[src/design/clint_pkg.sv]
// package for the core-local timer: action codes, register offsets and widths
`timescale 1ns / 1ps
`default_nettype none

package clint_pkg;

    localparam int unsigned DATA_W   = 64;
    localparam int unsigned HALF_W   = 32;
    localparam int unsigned OFFSET_W = 16;
    localparam int unsigned ACTION_W = 2;

    typedef enum logic [ACTION_W-1:0] {
        ACT_READ  = 2'd0,
        ACT_WRITE = 2'd1,
        ACT_TICK  = 2'd2
    } action_t;

    localparam logic [OFFSET_W-1:0] OFF_SOFT    = 16'h0000;
    localparam logic [OFFSET_W-1:0] OFF_COMPARE = 16'h4000;
    localparam logic [OFFSET_W-1:0] OFF_TIME    = 16'hBFF8;

    localparam logic [DATA_W-1:0] HIGH_HALF = 64'hFFFF_FFFF_0000_0000;
    localparam logic [DATA_W-1:0] TICK_STEP = 64'h1;

endpackage

`default_nettype wire

[src/design/clint_req_if.sv]
// request channel: bus reads, bus writes and time ticks
`timescale 1ns / 1ps
`default_nettype none

interface clint_req_if;

    logic                                valid;
    logic                                ready;
    logic [clint_pkg::ACTION_W-1:0]      action;
    logic [clint_pkg::OFFSET_W-1:0]      offset;
    logic                                size_is_eight;
    logic [clint_pkg::DATA_W-1:0]        write_data;

    modport source (
        output valid,
        output action,
        output offset,
        output size_is_eight,
        output write_data,
        input  ready
    );

    modport sink (
        input  valid,
        input  action,
        input  offset,
        input  size_is_eight,
        input  write_data,
        output ready
    );

endinterface

`default_nettype wire

[src/design/clint_rsp_if.sv]
// response channel: read data and interrupt pending flags
`timescale 1ns / 1ps
`default_nettype none

interface clint_rsp_if;

    logic                              valid;
    logic                              ready;
    logic [clint_pkg::DATA_W-1:0]      read_data;
    logic                              timer_pending;
    logic                              software_pending;

    modport source (
        output valid,
        output read_data,
        output timer_pending,
        output software_pending,
        input  ready
    );

    modport sink (
        input  valid,
        input  read_data,
        input  timer_pending,
        input  software_pending,
        output ready
    );

endinterface

`default_nettype wire

[src/design/core_local_timer_interruptor.sv]
// top level of the core-local timer and software interrupt block
`timescale 1ns / 1ps
`default_nettype none

// Machine timer and software interrupt block. Each request word is a bus read,
// a bus write or one time tick, and each gives exactly one response word with
// the read data and the timer and software pending flags as they stand after
// that request. One request is taken every clock cycle while the response
// output is not stalled; each request passes through the input register and
// then the response register, around the single 64-bit increment and compare.
// The input register lets the block take a new request while a response still
// waits to be taken. Reads at undecoded offsets return zero and writes to them
// are dropped; a 4-byte write to the time register is dropped.
module core_local_timer_interruptor (
    input  wire logic       clk,
    input  wire logic       rst_n,
    clint_req_if.sink       req,
    clint_rsp_if.source     rsp
);

    logic                                s1_valid_reg;
    logic [clint_pkg::ACTION_W-1:0]      s1_action_reg;
    logic [clint_pkg::OFFSET_W-1:0]      s1_offset_reg;
    logic                                s1_wide_reg;
    logic [clint_pkg::DATA_W-1:0]        s1_data_reg;

    logic [clint_pkg::DATA_W-1:0]        time_reg;
    logic [clint_pkg::DATA_W-1:0]        time_next;
    logic [clint_pkg::DATA_W-1:0]        compare_reg;
    logic [clint_pkg::DATA_W-1:0]        compare_next;
    logic [clint_pkg::HALF_W-1:0]        soft_reg;
    logic [clint_pkg::HALF_W-1:0]        soft_next;

    logic                                out_valid_reg;
    logic [clint_pkg::DATA_W-1:0]        read_data_reg;
    logic [clint_pkg::DATA_W-1:0]        read_data_next;
    logic                                timer_pending_reg;
    logic                                timer_pending_next;
    logic                                software_pending_reg;

    logic                                advance;
    logic                                req_ready;
    logic                                step;

    assign advance   = !out_valid_reg || rsp.ready;
    assign req_ready = !s1_valid_reg || advance;
    assign step      = s1_valid_reg && advance;

    assign req.ready            = req_ready;
    assign rsp.valid            = out_valid_reg;
    assign rsp.read_data        = read_data_reg;
    assign rsp.timer_pending    = timer_pending_reg;
    assign rsp.software_pending = software_pending_reg;

    // input register
    always_ff @(posedge clk or negedge rst_n)
    begin
        if (!rst_n)
        begin
            s1_valid_reg <= 1'b0;
        end
        else if (req_ready)
        begin
            s1_valid_reg <= req.valid;
        end
    end

    always_ff @(posedge clk)
    begin
        if (req_ready && req.valid)
        begin
            s1_action_reg <= req.action;
            s1_offset_reg <= req.offset;
            s1_wide_reg   <= req.size_is_eight;
            s1_data_reg   <= req.write_data;
        end
    end

    // register file update and read mux
    always_comb
    begin
        time_next      = time_reg;
        compare_next   = compare_reg;
        soft_next      = soft_reg;
        read_data_next = '0;
        case (s1_action_reg)
            clint_pkg::ACT_TICK:
            begin
                time_next = time_reg + clint_pkg::TICK_STEP;
            end
            clint_pkg::ACT_WRITE:
            begin
                if (s1_offset_reg == clint_pkg::OFF_SOFT)
                begin
                    soft_next = s1_data_reg[clint_pkg::HALF_W-1:0];
                end
                else if (s1_offset_reg == clint_pkg::OFF_COMPARE)
                begin
                    if (s1_wide_reg)
                    begin
                        compare_next = s1_data_reg;
                    end
                    else
                    begin
                        compare_next = (compare_reg & clint_pkg::HIGH_HALF)
                                     | (s1_data_reg & ~clint_pkg::HIGH_HALF);
                    end
                end
                else if (s1_offset_reg == clint_pkg::OFF_TIME)
                begin
                    if (s1_wide_reg)
                    begin
                        time_next = s1_data_reg;
                    end
                end
            end
            clint_pkg::ACT_READ:
            begin
                if (s1_offset_reg == clint_pkg::OFF_SOFT)
                begin
                    read_data_next = {{(clint_pkg::DATA_W-clint_pkg::HALF_W){1'b0}}, soft_reg};
                end
                else if (s1_offset_reg == clint_pkg::OFF_COMPARE)
                begin
                    read_data_next = s1_wide_reg ? compare_reg
                                                 : (compare_reg & ~clint_pkg::HIGH_HALF);
                end
                else if (s1_offset_reg == clint_pkg::OFF_TIME)
                begin
                    read_data_next = s1_wide_reg ? time_reg
                                                 : (time_reg & ~clint_pkg::HIGH_HALF);
                end
            end
            default:
            begin
                read_data_next = '0;
            end
        endcase
        timer_pending_next = (time_next >= compare_next) && (compare_next != '0);
    end

    // architectural state
    always_ff @(posedge clk or negedge rst_n)
    begin
        if (!rst_n)
        begin
            time_reg    <= '0;
            compare_reg <= '0;
            soft_reg    <= '0;
        end
        else if (step)
        begin
            time_reg    <= time_next;
            compare_reg <= compare_next;
            soft_reg    <= soft_next;
        end
    end

    // response register
    always_ff @(posedge clk or negedge rst_n)
    begin
        if (!rst_n)
        begin
            out_valid_reg <= 1'b0;
        end
        else if (advance)
        begin
            out_valid_reg <= s1_valid_reg;
        end
    end

    always_ff @(posedge clk)
    begin
        if (step)
        begin
            read_data_reg        <= read_data_next;
            timer_pending_reg    <= timer_pending_next;
            software_pending_reg <= soft_next[0];
        end
    end

`ifndef SYNTHESIS
    a_timer_flag_tracks_state: assert property (@(posedge clk) disable iff (!rst_n)
        out_valid_reg |-> (timer_pending_reg ==
                           ((time_reg >= compare_reg) && (compare_reg != '0))))
        else $error("timer pending flag disagrees with held state");

    a_soft_flag_tracks_state: assert property (@(posedge clk) disable iff (!rst_n)
        out_valid_reg |-> (software_pending_reg == soft_reg[0]))
        else $error("software pending flag disagrees with held state");

    a_response_has_source: assert property (@(posedge clk) disable iff (!rst_n)
        $rose(out_valid_reg) |-> $past(s1_valid_reg))
        else $error("response word appeared without a request in flight");

    a_state_frozen_on_stall: assert property (@(posedge clk) disable iff (!rst_n)
        (out_valid_reg && !rsp.ready) |=> ($stable(time_reg) && $stable(compare_reg)
                                           && $stable(soft_reg)))
        else $error("state changed while response stalled");
`endif

endmodule

`default_nettype wire
[src/flat_wrapper.sv]
// flat-port wrapper written by rule: the top's interface ports become plain ports
module core_local_timer_interruptor_flat 
  (clk, rst_n, req_valid, req_action, req_offset, req_size_is_eight, req_write_data, req_ready, rsp_valid, rsp_read_data, rsp_timer_pending, rsp_software_pending, rsp_ready);
  clint_req_if req_i ();
  clint_rsp_if rsp_i ();
  input  wire logic clk;
  input  wire logic rst_n;
  input wire logic [$bits(req_i.valid)-1:0] req_valid;
  input wire logic [$bits(req_i.action)-1:0] req_action;
  input wire logic [$bits(req_i.offset)-1:0] req_offset;
  input wire logic [$bits(req_i.size_is_eight)-1:0] req_size_is_eight;
  input wire logic [$bits(req_i.write_data)-1:0] req_write_data;
  output wire logic [$bits(req_i.ready)-1:0] req_ready;
  output wire logic [$bits(rsp_i.valid)-1:0] rsp_valid;
  output wire logic [$bits(rsp_i.read_data)-1:0] rsp_read_data;
  output wire logic [$bits(rsp_i.timer_pending)-1:0] rsp_timer_pending;
  output wire logic [$bits(rsp_i.software_pending)-1:0] rsp_software_pending;
  input wire logic [$bits(rsp_i.ready)-1:0] rsp_ready;
  assign req_i.valid = req_valid;
  assign req_i.action = req_action;
  assign req_i.offset = req_offset;
  assign req_i.size_is_eight = req_size_is_eight;
  assign req_i.write_data = req_write_data;
  assign req_ready = req_i.ready;
  assign rsp_valid = rsp_i.valid;
  assign rsp_read_data = rsp_i.read_data;
  assign rsp_timer_pending = rsp_i.timer_pending;
  assign rsp_software_pending = rsp_i.software_pending;
  assign rsp_i.ready = rsp_ready;
  core_local_timer_interruptor u_core (.clk(clk), .rst_n(rst_n), .req(req_i), .rsp(rsp_i));
endmodule
[config.mk]
export PLATFORM = sky130hd
export DESIGN_NAME = core_local_timer_interruptor_flat
export DESIGN_NICKNAME = d
export VERILOG_FILES = /design/src/design/clint_pkg.sv /design/src/design/clint_req_if.sv /design/src/design/clint_rsp_if.sv /design/src/design/core_local_timer_interruptor.sv /design/src/flat_wrapper.sv
export SDC_FILE = /design/constraint.sdc
export NUM_CORES = 1
export LEC_CHECK = 0
export CORE_ASPECT_RATIO = 2
export CORE_MARGIN = 2
export CORE_UTILIZATION = 59
export CTS_BUF_LIST = sky130_fd_sc_hd__clkbuf_16
export CTS_CLUSTER_DIAMETER = 100
export DETAILED_ROUTE_END_ITERATION = 8
export DONT_BUFFER_PORTS = 1
export PLACE_DENSITY = 0.85
export RECOVER_POWER = 50
export SLEW_MARGIN = 20
export SYNTH_ARGS = -nofsm -noshare
export SYNTH_HDL_FRONTEND = slang
export SYNTH_SLANG_ARGS = --single-unit
[constraint.sdc]
create_clock -name clk -period 4.46 [get_ports clk]
set_clock_uncertainty 0.1 [all_clocks]
set_input_delay 0.669 -clock clk [delete_from_list [all_inputs] [get_ports clk]]
set_output_delay 0.669 -clock clk [all_outputs]
set_load 0.1 [all_outputs]
==> results_dict.tcl <==
set metrics [dict create \
    synth_top_area_share_pct 24.4 \
    critPathMaxFanout 24 \
    wl_per_cell_um 29.0 \
    cp-endpoint "u_core.rsp.timer_pending$_DFFE_PP_" \
    crit_top_cell "or3_4" \
    start_kind "flop" \
    firstDrtPassIters 6 \
    max_stage_delay_ps 500 \
    synth_cell_types 76 \
    crit_start "u_core.s1_offset_reg[1]$_DFFE_PP_" \
    max_slew_margin_pct -66.4 \
    critPathBufInv 2 \
    p_total_w 0.00777 \
    drive_above_1_share_pct 15.2 \
    synthArstFlopShare_pct 52.1 \
    crit_required_ps 4770 \
    stdcell_count 2292 \
    period_needed_ps 4370 \
    grt-ovfl-total 0 \
    coreArea_um2 30700 \
    final_common_cell "nand2_1" \
    yosys.area.top_type "edfxtp_1" \
    grt_pass1_vias 16300 \
    irDropWorstVdd_mv 0.408 \
    io_buffers 0 \
    ant_nets 0 \
    r2r_cells 15 \
    synth-edff-count 149 \
    postSynthAreaPerCell_um2 9.87 \
    dp.cells 2240 \
    slew_viol_final 198 \
    final_cell_mix "213 x nand2_1, 162 x dfrtp_1, 150 x buf_4, 149 x edfxtp_1, 127 x o21ai_0" \
    powerDensity_nw_per_um2 379 \
    die_x_um 129 \
    dieHeight_um 254 \
    fillers 2386 \
    globalplace.congestion 1.03 \
    start_util_pct 59.8 \
    max_freq_mhz 229 \
    violations "max-capacitance violations, max-slew violations" \
    hold_class "in -> reg" \
    ys_top_cells_by_area "edfxtp_1 24%, dfrtp_1 22%, mux2i_1 5.6%, ha_1 4.6%, nand2_1 4.4%" \
    critical_path_depth 15 \
    cp-end-kind "flop" \
    critical_path.reg2reg.endpoint "u_core.rsp.timer_pending$_DFFE_PP_" \
    fin_crit_sh_pct 98.0 \
    yosysSeqAreaShare_pct 46.4 \
    synth_top_flop_cell "dfrtp_1" \
    grt_max_degree 163 \
    cts_tree "yes" \
    p_leak_nw 8.42 \
    die-area_um2 32700 \
    clock_path_buffers 3 \
    netlist_area_um2 18400 \
    synth_seq_cells 311 \
    antenna_found_initial 1 \
    final_hold_viol_count 0 \
    path_cells "or3_4 > or3_1 > or3_4 > bufbuf_16 > nand2_1 > a21oi_1 > a221o_1 > ha_1 > nand4_1 > o21bai_1 > o211ai_1 > buf_4 > a211oi_1 > o311ai_2 > a41oi_1" \
    critical_path_class "reg -> reg" \
    multiInputGateArea_um2 9270 \
    worst_slew_pin_slew_ps 2500 \
    wl_um 66400 \
    critical-path-top-delay-family "simple AND/OR/NAND/NOR gates" \
    numCtsBuffers 27 \
    grt_pass1_wl_um 98500 \
    num_vias 16500 \
    synth.net_count 2017 \
    drc 0 \
    yosysWarnings 0 \
    cap_violations 2 \
    setup_viol 0 \
    io_pins 155 \
    status "finished, violations left" \
    clk-insertion-delay-late_ps 570 \
    clock_sinks 311 \
    syn_inst 1862 \
    grt_use_total_pct 40.6 \
    first_iter_violations 1712 \
    rows 91 \
    r2r_setup_slack_ps 90 \
    vias_per_cell 7.20 \
    area_growth_pct 11.5 \
    dp_hpwl_um 47000 \
    htreeDepth 1 \
    crit_path_top_delay_cell "or3_4" \
    nets 2054 \
    cp.arrival_ps 4680 \
    cts_root_buf "clkbuf_16" \
    r2r_start "u_core.s1_offset_reg[1]$_DFFE_PP_" \
    regArea_um2 8530 \
    clkSlewWorstSetupHoldPaths_ps 70 \
]
==> cell type report <==
cell class	count	area share (%)
multi-input combinational	1374	45.2
sequential	311	41.6
timing repair buffer	161	6.41
clock buffer	27	3.30
tap	372	2.27
clock inverter	22	0.690
inverter	24	0.452
antenna	1	0.0122
==> worst reg2reg max path, cell delays in order (launching register included) <==
cell	delay (ps)
edfxtp_1	400
or3_4	420
or3_1	400
or3_4	500
bufbuf_16	350
nand2_1	100
a21oi_1	60
a221o_1	270
ha_1	330
nand4_1	120
o21bai_1	170
o211ai_1	110
buf_4	150
a211oi_1	370
o311ai_2	170
a41oi_1	180
==> cell families (layout without fill, tap and decap cells) <==
logic type	Yosys count	count (layout)	synth area share [%]
other cells	0	1	0
fa+ha+maj	68	68	4.63
xor+xnor	17	17	0.810
flops	311	311	46.4
simple gates	656	656	17.8
buf+inv	177	234	3.91
compound gates	473	473	17.3
mux	160	160	9.11
==> cell usage after synthesis, drive strengths merged, types with 53 or more instances <==
master,number
a21oi,84
dfrtp,162
o21ai,138
mux2i,102
nand2,213
nor4,54
edfxtp,149
clkbuf,121
nor2,116
a22oi,53
nand3,57
mux2,58
nand4,54
ha,68
==> stage by stage <==
| stage | util, % | area (µm²) | setup slack [ps] | hold slack, ps | TNS [ps] |
|---|---|---|---|---|---|
| global placement | 63.6 | 19500 | -202 | 283 | -202 |
| CTS | 66.5 | 20400 | 76.4 | 80.3 | 0 |
| floorplan | - | 18400 | 147 | 273 | 0 |
| global route | 66.6 | 20500 | -77.5 | 82.6 | -77.5 |
| finish | 66.6 | 20500 | 87.6 | 88.7 | 0 |
| detailed placement | 63.6 | 19500 | -191 | 283 | -191 |
==> layer usage <==
metal  GRT usage, %  routed length, µm  share of wire (%)
met1           42.5              21200                 32
met4           37.5               7860                 12
met2           68.7              32600                 49
met3           5.83               4640                7.0
met5              0                  0                  0
==> power by group <==
| group | total (W) | leakage (nW) | internal [W] | switching (W) |
|---|---|---|---|---|
| Combinational | 0.00172 | 4.35 | 0.000700 | 0.00102 |
| Sequential | 0.00378 | 3.63 | 0.00323 | 0.000551 |
| Clock | 0.00226 | 0.441 | 0.00117 | 0.00110 |
| Total | 0.00777 | 8.42 | 0.00510 | 0.00267 |
==> worst min-delay path by stage <==
| stage | startpoint | end | slack, ps | depth (start not counted) |
|---|---|---|---|---|
| 2_1_floorplan | rst_n | u_core.compare_reg[0]$_DFFE_PN0P_ | 270 | 0 |
| 3_3_place_gp | rst_n | u_core.soft_reg[2]$_DFFE_PN0P_ | 280 | 0 |
| 3_5_place_dp | rst_n | u_core.compare_reg[3]$_DFFE_PN0P_ | 280 | 0 |
| 4_1_cts | req_action[0] | u_core.s1_action_reg[0]$_DFFE_PP_ | 80 | 0 |
| 5_1_grt | req_write_data[56] | u_core.s1_data_reg[56]$_DFFE_PP_ | 80 | 0 |
| 6_report | req_write_data[56] | u_core.s1_data_reg[56]$_DFFE_PP_ | 90 | 0 |
==> what timing repair did <==
action                                  4_1_cts  5_1_grt
gates resized for setup                       4       16
hold buffers                                  1        0
endpoints found under the setup margin        1        1
setup buffers                                 0        0
pin swaps                                     0        7
endpoints found under the hold margin       162        0
cloned                                        1        0
Power figures use the tool's default switching activity.
